<file path="src/hdl/md5_pkg.sv">
// Shared types, constants and step tables for the MD5 digest block.
// No dependencies; used by md5_step, md5_blkbuf and md5_message_digest_top.
package md5_pkg;

  localparam int unsigned BlockBytes = 64;
  localparam int unsigned FillW      = $clog2(BlockBytes);
  localparam int unsigned WordsPerBlk = BlockBytes / 4;
  localparam int unsigned WordIdxW   = $clog2(WordsPerBlk);
  localparam int unsigned LenPos     = 56;

  localparam logic [7:0]  PadMarker = 8'h80;

  localparam logic [31:0] ChainInitA = 32'h67452301;
  localparam logic [31:0] ChainInitB = 32'hefcdab89;
  localparam logic [31:0] ChainInitC = 32'h98badcfe;
  localparam logic [31:0] ChainInitD = 32'h10325476;

  localparam logic [31:0] RoundConst [64] = '{
    32'hd76aa478, 32'he8c7b756, 32'h242070db, 32'hc1bdceee,
    32'hf57c0faf, 32'h4787c62a, 32'ha8304613, 32'hfd469501,
    32'h698098d8, 32'h8b44f7af, 32'hffff5bb1, 32'h895cd7be,
    32'h6b901122, 32'hfd987193, 32'ha679438e, 32'h49b40821,
    32'hf61e2562, 32'hc040b340, 32'h265e5a51, 32'he9b6c7aa,
    32'hd62f105d, 32'h02441453, 32'hd8a1e681, 32'he7d3fbc8,
    32'h21e1cde6, 32'hc33707d6, 32'hf4d50d87, 32'h455a14ed,
    32'ha9e3e905, 32'hfcefa3f8, 32'h676f02d9, 32'h8d2a4c8a,
    32'hfffa3942, 32'h8771f681, 32'h6d9d6122, 32'hfde5380c,
    32'ha4beea44, 32'h4bdecfa9, 32'hf6bb4b60, 32'hbebfbc70,
    32'h289b7ec6, 32'heaa127fa, 32'hd4ef3085, 32'h04881d05,
    32'hd9d4d039, 32'he6db99e5, 32'h1fa27cf8, 32'hc4ac5665,
    32'hf4292244, 32'h432aff97, 32'hab9423a7, 32'hfc93a039,
    32'h655b59c3, 32'h8f0ccc92, 32'hffeff47d, 32'h85845dd1,
    32'h6fa87e4f, 32'hfe2ce6e0, 32'ha3014314, 32'h4e0811a1,
    32'hf7537e82, 32'hbd3af235, 32'h2ad7d2bb, 32'heb86d391
  };

  localparam logic [4:0] RotAmount [16] = '{
    5'd7, 5'd12, 5'd17, 5'd22, 5'd5, 5'd9, 5'd14, 5'd20,
    5'd4, 5'd11, 5'd16, 5'd23, 5'd6, 5'd10, 5'd15, 5'd21
  };

  typedef enum logic [2:0] {
    StIdle,
    StPad,
    StCompPre,
    StComp,
    StFold,
    StOut0,
    StOut1
  } state_e;

  typedef struct packed {
    logic [31:0] a;
    logic [31:0] b;
    logic [31:0] c;
    logic [31:0] d;
  } work_t;

  typedef struct packed {
    logic             en;
    logic [FillW-1:0] addr;
    logic [7:0]       data;
  } buf_wr_t;

  // Message word used by a given step.
  function automatic logic [WordIdxW-1:0] msg_index(input logic [5:0] step);
    logic [3:0] lo;
    logic [3:0] idx;
    lo = step[3:0];
    case (step[5:4])
      2'd0:    idx = lo;
      2'd1:    idx = 4'((lo * 4'd5) + 4'd1);
      2'd2:    idx = 4'((lo * 4'd3) + 4'd5);
      default: idx = 4'(lo * 4'd7);
    endcase
    return idx;
  endfunction

  function automatic logic [31:0] bswap32(input logic [31:0] w);
    return {w[7:0], w[15:8], w[23:16], w[31:24]};
  endfunction

endpackage

</file>
<file path="src/hdl/md5_step.sv">
// One MD5 compression step: round function, adds and rotate.
// Depends on md5_pkg for the constant tables and the work word type.
module md5_step (
  input  md5_pkg::work_t work_i,
  input  logic [5:0]     step_i,
  input  logic [31:0]    msg_word_i,
  output logic [31:0]    new_b_o
);

  logic [31:0] f;
  logic [31:0] sum;
  logic [4:0]  rot;
  logic [63:0] rot_wide;

  always_comb begin
    case (step_i[5:4])
      2'd0:    f = (work_i.b & work_i.c) | (~work_i.b & work_i.d);
      2'd1:    f = (work_i.b & work_i.d) | (work_i.c & ~work_i.d);
      2'd2:    f = work_i.b ^ work_i.c ^ work_i.d;
      default: f = work_i.c ^ (work_i.b | ~work_i.d);
    endcase
  end

  assign sum      = work_i.a + f + md5_pkg::RoundConst[step_i] + msg_word_i;
  assign rot      = md5_pkg::RotAmount[{step_i[5:4], step_i[1:0]}];
  assign rot_wide = {sum, sum} << rot;
  assign new_b_o  = work_i.b + rot_wide[63:32];

endmodule

</file>
<file path="src/hdl/md5_blkbuf.sv">
// Block buffer: 64 bytes written one byte a beat, read one 32-bit word a cycle.
// Depends on md5_pkg for widths and the write port struct.
module md5_blkbuf (
  input  logic                              clk_i,
  input  md5_pkg::buf_wr_t                  wr_i,
  input  logic [md5_pkg::WordIdxW-1:0]      rd_addr_i,
  output logic [31:0]                       rd_data_o
);

  logic [3:0][7:0] mem_q [md5_pkg::WordsPerBlk];

  always_ff @(posedge clk_i) begin
    if (wr_i.en) begin
      mem_q[wr_i.addr[md5_pkg::FillW-1:2]][wr_i.addr[1:0]] <= wr_i.data;
    end
  end

  // Bytes are little-endian within a word.
  always_ff @(posedge clk_i) begin
    rd_data_o <= mem_q[rd_addr_i];
  end

endmodule

</file>
<file path="src/hdl/md5_message_digest_top.sv">
// MD5 digest block: byte stream in, two 64-bit digest beats out.
// Depends on md5_pkg, md5_blkbuf and md5_step.
//
// Message bytes arrive one per beat on the slave stream; tuser flags a beat
// that carries a byte and tlast marks the final beat of a message (it may
// carry a byte or be empty). Bytes are taken one per cycle until a 64-byte
// block is full; the block then runs through the shared step unit, one MD5
// step per cycle, and holds the input off while it fetches the first word,
// runs the 64 steps and folds the result into the chaining words; no new
// bytes are taken while a block is compressed. After the final beat the
// padding bytes are written one per cycle (up to 64 of them, up to 72
// when the tail is 56 bytes or longer and a second block is needed), the
// last blocks are compressed, and the digest goes out as two master beats:
// tuser 0 carries digest bytes 0-7, tuser 1 with tlast carries bytes 8-15,
// the first byte in bits 63:56. The block then starts a new message.
// Input is not accepted from the final beat until the second digest beat
// is taken.
module md5_message_digest_top (
  input  logic        clk_i,
  input  logic        rst_ni,
  // slave stream: message bytes
  input  logic        s_axis_tvalid_i,
  output logic        s_axis_tready_o,
  input  logic [7:0]  s_axis_tdata_i,   // [7:0] msg_byte
  input  logic        s_axis_tuser_i,   // [0] byte_valid
  input  logic        s_axis_tlast_i,   // end_of_message
  // master stream: digest halves
  output logic        m_axis_tvalid_o,
  input  logic        m_axis_tready_i,
  output logic [63:0] m_axis_tdata_o,   // [63:0] digest_half
  output logic        m_axis_tuser_o,   // [0] half_index
  output logic        m_axis_tlast_o    // digest_last
);

  localparam logic [md5_pkg::FillW-1:0] FillLast =
    md5_pkg::FillW'(md5_pkg::BlockBytes - 1);
  localparam logic [md5_pkg::FillW-1:0] FillLenPos =
    md5_pkg::FillW'(md5_pkg::LenPos);

  md5_pkg::state_e state_q, state_d;

  logic [md5_pkg::FillW-1:0] fill_q;
  logic [63:0]               total_bits_q;
  logic [5:0]                step_q;
  logic                      pad_mode_q;   // final beat seen, padding under way
  logic                      sent80_q;     // pad marker already written
  logic                      len_ok_q;     // current block takes the length

  logic [31:0]    chain_a_q, chain_b_q, chain_c_q, chain_d_q;
  md5_pkg::work_t work_q;

  logic                          in_beat;
  logic                          out_beat;
  md5_pkg::buf_wr_t              buf_wr;
  logic [md5_pkg::WordIdxW-1:0]  rd_addr;
  logic [31:0]                   msg_word;
  logic [31:0]                   new_b;
  logic [7:0]                    pad_byte;

  assign in_beat  = s_axis_tvalid_i & s_axis_tready_o;
  assign out_beat = m_axis_tvalid_o & m_axis_tready_i;

  // Padding byte: marker first, then zeros, then the length in the final block.
  always_comb begin
    if (!sent80_q) begin
      pad_byte = md5_pkg::PadMarker;
    end else if (len_ok_q && (fill_q >= FillLenPos)) begin
      pad_byte = total_bits_q[{fill_q[2:0], 3'b000} +: 8];
    end else begin
      pad_byte = 8'h00;
    end
  end

  // Next state.
  always_comb begin
    state_d = state_q;
    unique case (state_q)
      md5_pkg::StIdle: begin
        if (in_beat) begin
          if (s_axis_tuser_i && (fill_q == FillLast)) begin
            state_d = md5_pkg::StCompPre;
          end else if (s_axis_tlast_i) begin
            state_d = md5_pkg::StPad;
          end
        end
      end
      md5_pkg::StPad: begin
        if (fill_q == FillLast) begin
          state_d = md5_pkg::StCompPre;
        end
      end
      md5_pkg::StCompPre: state_d = md5_pkg::StComp;
      md5_pkg::StComp: begin
        if (step_q == 6'd63) begin
          state_d = md5_pkg::StFold;
        end
      end
      md5_pkg::StFold: begin
        if (!pad_mode_q) begin
          state_d = md5_pkg::StIdle;
        end else if (len_ok_q) begin
          state_d = md5_pkg::StOut0;
        end else begin
          state_d = md5_pkg::StPad;
        end
      end
      md5_pkg::StOut0: begin
        if (m_axis_tready_i) begin
          state_d = md5_pkg::StOut1;
        end
      end
      md5_pkg::StOut1: begin
        if (m_axis_tready_i) begin
          state_d = md5_pkg::StIdle;
        end
      end
      default: state_d = md5_pkg::StIdle;
    endcase
  end

  // Handshake and buffer port controls.
  always_comb begin
    s_axis_tready_o = 1'b0;
    m_axis_tvalid_o = 1'b0;
    m_axis_tuser_o  = 1'b0;
    m_axis_tlast_o  = 1'b0;
    buf_wr.en       = 1'b0;
    buf_wr.addr     = fill_q;
    buf_wr.data     = s_axis_tdata_i;
    rd_addr         = md5_pkg::msg_index(6'(step_q + 6'd1));
    unique case (state_q)
      md5_pkg::StIdle: begin
        s_axis_tready_o = 1'b1;
        buf_wr.en       = s_axis_tvalid_i & s_axis_tuser_i;
      end
      md5_pkg::StPad: begin
        buf_wr.en   = 1'b1;
        buf_wr.data = pad_byte;
      end
      md5_pkg::StCompPre: rd_addr = md5_pkg::msg_index(6'd0);
      md5_pkg::StComp: ;
      md5_pkg::StFold: ;
      md5_pkg::StOut0: m_axis_tvalid_o = 1'b1;
      md5_pkg::StOut1: begin
        m_axis_tvalid_o = 1'b1;
        m_axis_tuser_o  = 1'b1;
        m_axis_tlast_o  = 1'b1;
      end
      default: ;
    endcase
  end

  // Digest bytes are the chaining words in little-endian byte order.
  assign m_axis_tdata_o = (state_q == md5_pkg::StOut1)
    ? {md5_pkg::bswap32(chain_c_q), md5_pkg::bswap32(chain_d_q)}
    : {md5_pkg::bswap32(chain_a_q), md5_pkg::bswap32(chain_b_q)};

  md5_blkbuf u_blkbuf (
    .clk_i     (clk_i),
    .wr_i      (buf_wr),
    .rd_addr_i (rd_addr),
    .rd_data_o (msg_word)
  );

  md5_step u_step (
    .work_i     (work_q),
    .step_i     (step_q),
    .msg_word_i (msg_word),
    .new_b_o    (new_b)
  );

  always_ff @(posedge clk_i or negedge rst_ni) begin
    if (!rst_ni) begin
      state_q      <= md5_pkg::StIdle;
      fill_q       <= '0;
      total_bits_q <= '0;
      step_q       <= '0;
      pad_mode_q   <= 1'b0;
      sent80_q     <= 1'b0;
      len_ok_q     <= 1'b0;
      chain_a_q    <= md5_pkg::ChainInitA;
      chain_b_q    <= md5_pkg::ChainInitB;
      chain_c_q    <= md5_pkg::ChainInitC;
      chain_d_q    <= md5_pkg::ChainInitD;
      work_q       <= '0;
    end else begin
      state_q <= state_d;

      // Advance the fill pointer on every byte written; it wraps at the block size.
      if (buf_wr.en) begin
        fill_q <= fill_q + md5_pkg::FillW'(1);
      end

      if (in_beat && s_axis_tuser_i) begin
        total_bits_q <= total_bits_q + 64'd8;
      end

      if (in_beat && s_axis_tlast_i) begin
        pad_mode_q <= 1'b1;
      end

      if ((state_q == md5_pkg::StPad) && !sent80_q) begin
        sent80_q <= 1'b1;
        if (fill_q < FillLenPos) begin
          len_ok_q <= 1'b1;
        end
      end

      // Spill block done: the next one carries the length.
      if ((state_q == md5_pkg::StFold) && pad_mode_q && sent80_q) begin
        len_ok_q <= 1'b1;
      end

      if (state_q == md5_pkg::StCompPre) begin
        work_q <= '{a: chain_a_q, b: chain_b_q, c: chain_c_q, d: chain_d_q};
        step_q <= '0;
      end

      if (state_q == md5_pkg::StComp) begin
        work_q <= '{a: work_q.d, b: new_b, c: work_q.b, d: work_q.c};
        step_q <= step_q + 6'd1;
      end

      if (state_q == md5_pkg::StFold) begin
        chain_a_q <= chain_a_q + work_q.a;
        chain_b_q <= chain_b_q + work_q.b;
        chain_c_q <= chain_c_q + work_q.c;
        chain_d_q <= chain_d_q + work_q.d;
      end

      // Second digest beat taken: start a new message.
      if ((state_q == md5_pkg::StOut1) && out_beat) begin
        chain_a_q    <= md5_pkg::ChainInitA;
        chain_b_q    <= md5_pkg::ChainInitB;
        chain_c_q    <= md5_pkg::ChainInitC;
        chain_d_q    <= md5_pkg::ChainInitD;
        total_bits_q <= '0;
        pad_mode_q   <= 1'b0;
        sent80_q     <= 1'b0;
        len_ok_q     <= 1'b0;
      end
    end
  end

endmodule

</file>
<file path="config.mk">
export PLATFORM = sky130hd
export DESIGN_NAME = md5_message_digest_top
export DESIGN_NICKNAME = d
export VERILOG_FILES = /design/src/hdl/md5_pkg.sv /design/src/hdl/md5_step.sv /design/src/hdl/md5_blkbuf.sv /design/src/hdl/md5_message_digest_top.sv
export SDC_FILE = /design/constraint.sdc
export NUM_CORES = 2
export LEC_CHECK = 0
export BUFFER_PORTS_ARGS = -buffer_cell sky130_fd_sc_hd__buf_4
export CORE_AREA = 3 3 375 377
export CTS_BUF_LIST = sky130_fd_sc_hd__clkbuf_2
export CTS_CLUSTER_SIZE = 12
export DETAILED_ROUTE_END_ITERATION = 10
export DIE_AREA = 0 0 378 380
export RECOVER_POWER = 100
export SLEW_MARGIN = 20
export SYNTH_ARGS = -nofsm -noshare
export SYNTH_HDL_FRONTEND = slang
export SYNTH_SLANG_ARGS = --single-unit
</file>
<file path="constraint.sdc">
create_clock -name clk_i -period 11.95 [get_ports clk_i]
set_input_delay 1.7925 -clock clk_i [delete_from_list [all_inputs] [get_ports clk_i]]
set_output_delay 1.7925 -clock clk_i [all_outputs]
set_load 0.01 [all_outputs]
</file>
# ---- Word level (Yosys, flattened, before mapping)
# Memory sizes are Yosys's and may differ from the RTL's. A register that Yosys moved wholly into a read port is not among the register bits.
# Cells that the tools add are included.
dict set report op_classes {
  multipliers 3
  div_mod_pow 0
  n_addsub 13
  order_cmp 6
  n_bitwise 17
  reduce_logical 23
  muxes 51
  eq_ne 18
  shifts 2
}
# operator n
set op_table {}
lappend op_table {{2-to-1 mux 32 bit} 11}
lappend op_table {{adder 32 bit} 8}
lappend op_table {{2-to-1 mux 128 bit} 2}
lappend op_table {{2-to-1 mux 64 bit} 3}
lappend op_table {{bitwise AND 32 bit} 4}
lappend op_table {{bitwise OR 32 bit} 3}
lappend op_table {{case mux 32 bit (3 select lines)} 1}
lappend op_table {{bitwise XOR 32 bit} 3}
lappend op_table {{adder 64 x 4 -> 64 bit (second input constant)} 1}
lappend op_table {{inverter 32 bit} 2}
lappend op_table {{indexed part select 64 x 7 -> 8 bit} 1}
lappend op_table {{<< shifter 64 x 5 -> 64 bit} 1}
lappend op_table {{2-to-1 mux 8 bit} 4}
lappend op_table {{2-to-1 mux 3 bit} 9}
lappend op_table {{case mux 3 bit (7 select lines)} 1}
lappend op_table {{demux 8 bit (select 2 bit)} 1}
lappend op_table {{adder 6 x 1 -> 6 bit (second input constant)} 2}
lappend op_table {{equality test 6 bit (second input constant)} 2}
lappend op_table {{2-to-1 mux 1 bit} 12}
lappend op_table {{2-to-1 mux 6 bit} 2}
lappend op_table {{case mux 4 bit (3 select lines)} 1}
lappend op_table {{2-to-1 mux 5 bit} 2}
lappend op_table {{inequality test 2 bit (second input constant)} 5}
lappend op_table {{nonzero test 2 bit} 5}
lappend op_table {{29 further kinds} 47}
dict set report word_totals {
  ramBits 512
  mem_bits_ro 2128
  latchBits 0
  inputBits 14
  elab_cells 151
  reg_bits 338
  n_memories 3
}
# name words width rd rd_ports_with_merged_regs write_ports line_no
set memory_table {}
lappend memory_table {{(name not given)} 64 32 1 0 0 md5_step.sv:24} ;# assign sum = work_i.a + f + md5_pkg::RoundConst[step_i] + msg_word_i;
lappend memory_table {u_blkbuf.mem_q 16 32 1 1 1 md5_blkbuf.sv:10} ;# logic [3:0][7:0] mem_q [md5_pkg::WordsPerBlk];
lappend memory_table {{(name not given)} 16 5 1 0 0 md5_step.sv:25} ;# assign rot = md5_pkg::RotAmount[{step_i[5:4], step_i[1:0]}];

# ---- Logic depth before layout (Yosys ltp)
dict set report logic_depth {
  word_depth 10
  ltp_mapped 44
  ltp_nobuf 42
}

# ---- By module
# From an unflattened synthesis, not the netlist that was laid out.
dict set report hier_totals {
  hier_cells 5240
  area_unflattened_um2 54263.3
}
# mod instances area_each_um2 cells_each seq_area_each_um2
set modules_own_cells {}
lappend modules_own_cells {md5_message_digest_top 1 22137.5 2529 8463.1}
lappend modules_own_cells {md5_blkbuf 1 20134.3 910 16015.4}
lappend modules_own_cells {md5_step 1 11991.5 1801 0.0}

# ---- Least setup slack after synthesis
# Ideal clock, no wire load.
dict set report synth_timing {
  kind {register to register}
  startpoint {register step_q[0]}
  endpoint {register work_q[95] in the netlist's numbering}
  path_stages_with_launch 41
  t_arrival_ns 9.168
  required_ns 11.822
  setup_ns 0.128
  synth_period_minus_slack_ns 9.296
  path_slack_ns 2.654
  path_cell_list {dfrtp_1 inv_1 clkbuf_1 ha_1 clkbuf_1 clkbuf_1 nand2_1 nor2_1 nor3b_1 mux4_2 fa_1 fa_1 inv_1 ha_1 inv_1 fa_1 nor2b_1 o31ai_1 [5 not listed] mux4_2 mux2i_1 mux2i_1 nand2_1 o21ai_0 ha_1 and3_1 a2bb2oi_1 a2111oi_0 a311oi_1 o31ai_1 nand4_1 a31oi_1 and4_1 a2111oi_0 and3_1 o21ai_0 nand3b_1}
}
dict set report synth_via {
  elab_chain_cells 9
  word_cells_on_any_way 13
  cone_classes {add/sub: 3; shift: 1; mux: 5; bitwise: 2; memory: 2}
}
# item line_no
set synth_rtl {}
lappend synth_rtl {{from (decl)} md5_message_digest_top.sv:44} ;# logic [5:0] step_q;
lappend synth_rtl {{from (signal assigned)} md5_message_digest_top.sv:221} ;# step_q <= step_q + 6'd1;
lappend synth_rtl {{inverter 6 -> 7 bit (not written as such)} md5_step.sv:24}
lappend synth_rtl {{memory read (64 x 32 bit)} -}
lappend synth_rtl {{2-to-1 mux 32 bit (not written as such) (2 in series)} md5_step.sv:24}
lappend synth_rtl {{adder 32 bit (2 in series)} md5_step.sv:24}
lappend synth_rtl {{<< shifter 64 x 5 -> 64 bit *} md5_step.sv:26} ;# assign rot_wide = {sum, sum} << rot;
lappend synth_rtl {{adder 32 bit *} md5_step.sv:27} ;# assign new_b_o = work_i.b + rot_wide[63:32];
lappend synth_rtl {{2-to-1 mux 128 bit *} md5_message_digest_top.sv:219} ;# if (state_q == md5_pkg::StComp) begin
lappend synth_rtl {{to (signal assigned)} md5_message_digest_top.sv:215} ;# work_q <= '{a: chain_a_q, b: chain_b_q, c: chain_c_q, d: chain_d_q};
lappend synth_rtl {{to (signal assigned)} md5_message_digest_top.sv:220} ;# work_q <= '{a: work_q.d, b: new_b, c: work_q.b, d: work_q.c};
lappend synth_rtl {{to (decl)} md5_message_digest_top.sv:50} ;# md5_pkg::work_t work_q;
# Every way passes the cells marked *; elsewhere a longest branch is shown, timed or not. The select of a mux whose other input is x is not followed.
# A chain may end at the register's enable or synchronous reset.

# ---- Final worst setup path
dict set report layout_timing {
  startpoint {register step_q[4]}
  endpoint {register work_q[94] in the netlist's numbering}
}
dict set report layout_via {
  elab_chain_cells 9
  word_cells_on_any_way 18
  cone_classes {add/sub: 4; eq/ne: 2; shift: 1; mux: 6; bitwise: 2; reduce/logical: 1; memory: 2}
}
# item line_no
set layout_rtl {}
lappend layout_rtl {{branches (longest 6 deep; another with adder 32 bit)} -}
lappend layout_rtl {{<< shifter 64 x 5 -> 64 bit *} md5_step.sv:26}
lappend layout_rtl {{adder 32 bit *} md5_step.sv:27}
lappend layout_rtl {{2-to-1 mux 128 bit *} md5_message_digest_top.sv:219}
# Mark *: on every way between the ends. The select of a mux whose other input is x is not followed.

==> key figures <==
Synth
  • Ys async rst share: around two fifths
  • Synth Area in Simple Gates: 15.6%
  • Syn avg cell area: 9.44 sq um
  • Synthesized instance count: 5,804
  • FF+latch count, synth: 879
  • Synth Area in Adders: 7.44%
  • Post-synthesis cell type count: 96
  • Xor/xnor share of the synthesized area: between 4 and 5%
  • Compound-Gate Fraction of Synth Area: 19.5%
  • Mux share of post-synthesis cell area: under 10%
  • Main combinational cell family by area after synthesis: compound AO/OA/AOI/OAI gates
  • Sequential element share of the synthesized area: 44.7%
  • Main synth FF type: edfxtp_1
  • Net Count, Synth: 6,103
  • Netlist Area Pre-Place: 54,800 sq um
  • EDFF count, synth: between 500 and 600
  • Yosys warnings: 0

Worst setup path
  • Worst path buffer plus inverter count: 2
  • Critical path's most frequent cell: o21ai_0
  • Slowest cell on crit path: dfrtp_1
  • Crit path max-delay family: compound AO/OA/AOI/OAI gates
  • Critical path class: reg -> reg
  • Arrival time at the worst endpoint: ~13 ns
  • WP data required: around 13 ns
  • Worst setup EP type: register
  • Slowest cell delay on critical path: 1.45 ns
  • Worst Path Max Fanout: 29
  • CP startpoint kind: register

Timing
  • Slew of the pin with the lowest slew margin: 5.60 ns
  • Max Fclk: 88.9 MHz
  • Sum Neg Setup Slack: 0 ns
  • Final Hold Viols: 0
  • Final Cycle Share: 94.1%
  • Final setup violation count: 0
  • RSZ-0062 raised after global routing: no
  • Pins over their slew limit: approximately 2k
  • Clock skew: roughly 0.15 ns
  • Slew headroom: -273%
  • Min Tclk post-route: 11.25 ns

Min path
  • Hold/Removal Path Class: in -> reg

Die
  • Die span in x: 378 microns
  • Die Height: between 300 and 400 microns
  • Die area: 144,000 sq um
  • # rows: 136
  • Core area: 137,000 sq um
  • # IOs: just over 80
  • Effective utilization at floorplan: 39.9%

Route
  • Drt via density: 5.84
  • DR iter-0 viols: 4,294
  • First-pass iteration count of the detailed router: 6
  • Routed wire length: between 150 and 200 mm
  • Detail Route Antenna Nets: 0
  • WL per Instance: 23.7 microns
  • # DRC: 0
  • Total number of vias: ~46k

Clocking
  • Root Buffer: clkbuf_2
  • Clk buf depth: 3
  • Clock Latency Late Sink: 1.70 ns
  • Clock transition at the registers of the reported paths: around 0.12 ns
  • TritonCTS clock tree: yes
  • H-tree Lvls: 4
  • Clock Sinks: 879
  • CTS buffer count: 227

Final layout
  • Most common cell after layout, fill and taps aside: nand2_1
  • Nets@finish: 6,131
  • Most frequent cells in the layout: nand2_1, edfxtp_1, o21ai_0
  • Area grow syn2layout: 7.37%
  • Share of layout cells above drive strength 1: 10.5%
  • Post-layout util: 42.8%

Global route
  • Grt ovf: 0
  • Vias in the first global route: 43.1k
  • Initial antenna violation count: 4
  • First-pass GRT wire length: 277 mm
  • Total Routing Usage GR: between 20% and 30%
  • Largest net degree at the start of global routing: 187

Status
  • Outcome: finished with violations
  • Violated checks: max-capacitance violations, max-slew violations

Job
  • Max-cap viol count: 32

Placed design
  • Post-DP HPWL: between 100 and 150 mm
  • PortBufs: 81
  • Placer Congestion: 0.986
## per-layer routing
layer,wire length (microns),GRT usage (%)
met4,8460,12.0
met1,78300,33.6
met3,12200,4.42
met2,85900,39.9
met5,0,0
## kinds of logic after synthesis
group | after synthesis
buffers and inverters | 549
AND/OR/NAND/NOR | 1913
adder cells (fa/ha/maj) | 285
XOR/XNOR | 256
flip-flops | 879
AO/OA/AOI/OAI | 1688
multiplexers | 234
## layout make-up
class                      count  area, sq um
sequential                   879        24500
clock buffer                 356         1780
tap                         1794         2240
inverter                     189          709
multi-input combinational   4376        28400
antenna                        6         15.0
clock inverter                56          358
fill                       13475        78600
timing repair buffer         159          887
## per-stage QoR
step | cell area, sq um | std cells | hold slack (ns) | setup WS [ns]
3_5_place_dp | 57100 | 7395 | 0.497 | 0.996
5_1_grt | 58900 | 7814 | 0.202 | 0.0438
6_report | 58900 | 7815 | 0.393 | 0.700
3_3_place_gp | 57100 | 7395 | 0.491 | 1.24
4_1_cts | 59300 | 7808 | 0.0752 | 0.823
2_1_floorplan | 54800 | 5804 | 0.470 | 2.65
## cell usage after synthesis (8+ instances only)
cell type  number  area share [%]
o21bai_1       19            0.26
fa_1           68             2.5
a311oi_1       75             1.2
dfstp_2        64             3.1
a211oi_1      224             3.1
o21ai_0       486             4.4
nor2_1        347             2.4
o22ai_1        11            0.13
nor3b_1        13            0.18
mux4_2         23            0.94
buf_2          22            0.20
dfxtp_1        32             1.2
buf_1          50            0.34
xnor2_1       155             2.5
clkbuf_1      285             2.0
o21a_1         35            0.48
nand3_1       142             1.3
o311ai_0       10            0.16
xor2_1        101             1.6
mux2i_1       198             3.6
a21oi_1       372             3.4
nand2b_1       36            0.41
o31ai_1        28            0.38
o211ai_1      119             1.6
nand4_1        16            0.18
edfxtp_1      512              28
nor3_1         68            0.62
or3_1          35            0.40
inv_1         186             1.3
a21o_1         80             1.1
mux2_2         13            0.27
or2_2          42            0.48
a211o_1        11            0.18
and2_1        144             1.6
and3_1         41            0.47
dfrtp_1       271              12
a22oi_1         8            0.11
ha_1          217             5.0
a31oi_1       102             1.2
nor2b_1        30            0.34
nand2_1       960             6.6
a2111oi_0       8            0.13
a21boi_0       11            0.15
## path summary, 6_finish.rpt
path | from | end | slack, ns | depth (start not counted)
hold / removal | s_axis_tvalid_i | pad_mode_q | 0.39 | 3
hold reg to reg | chain_a_q[24] | chain_a_q[24] | 0.52 | 2
setup reg to reg | step_q[4] | work_q[94] | 0.70 | 34
max in group asynchronous | rst_ni | step_q[2] | 3.44 | 3
min in group asynchronous | rst_ni | chain_d_q[8] | 2.70 | 2
setup / recovery | step_q[4] | work_q[94] | 0.70 | 34
## what timing repair did
item                                    in CTS  in global routing
resized for setup                            0                  1
hold endpoints to repair                    65                  0
hold buffers                                 1                  0
endpoints found under the setup margin       0                  1
setup buffers                                0                  0
## registers in the layout (all words and copies together), names as in the netlist
signal / flops
len_ok_q: 1
step_q: 6
u_blkbuf.rd_data_o: 32
chain_c_q: 32
chain_b_q: 32
sent80_q: 1
u_blkbuf.mem_q: 512
fill_q: 6
chain_a_q: 32
chain_d_q: 32
pad_mode_q: 1
state_q: 3
total_bits_q: 61
work_q: 128
## worst reg2reg max path, delay by kind of cell (launching register included)
kind | cells | cell delay, ns
mux | 4 | 1.19
compound gates | 18 | 4.38
simple gates | 3 | 0.79
flops | 1 | 1.45
fa+ha+maj | 5 | 2.22
buf+inv | 2 | 0.69
xor+xnor | 2 | 0.36
Power is not shown: default switching activity piles up to over one toggle a cycle in this logic, so the estimate is an artifact.
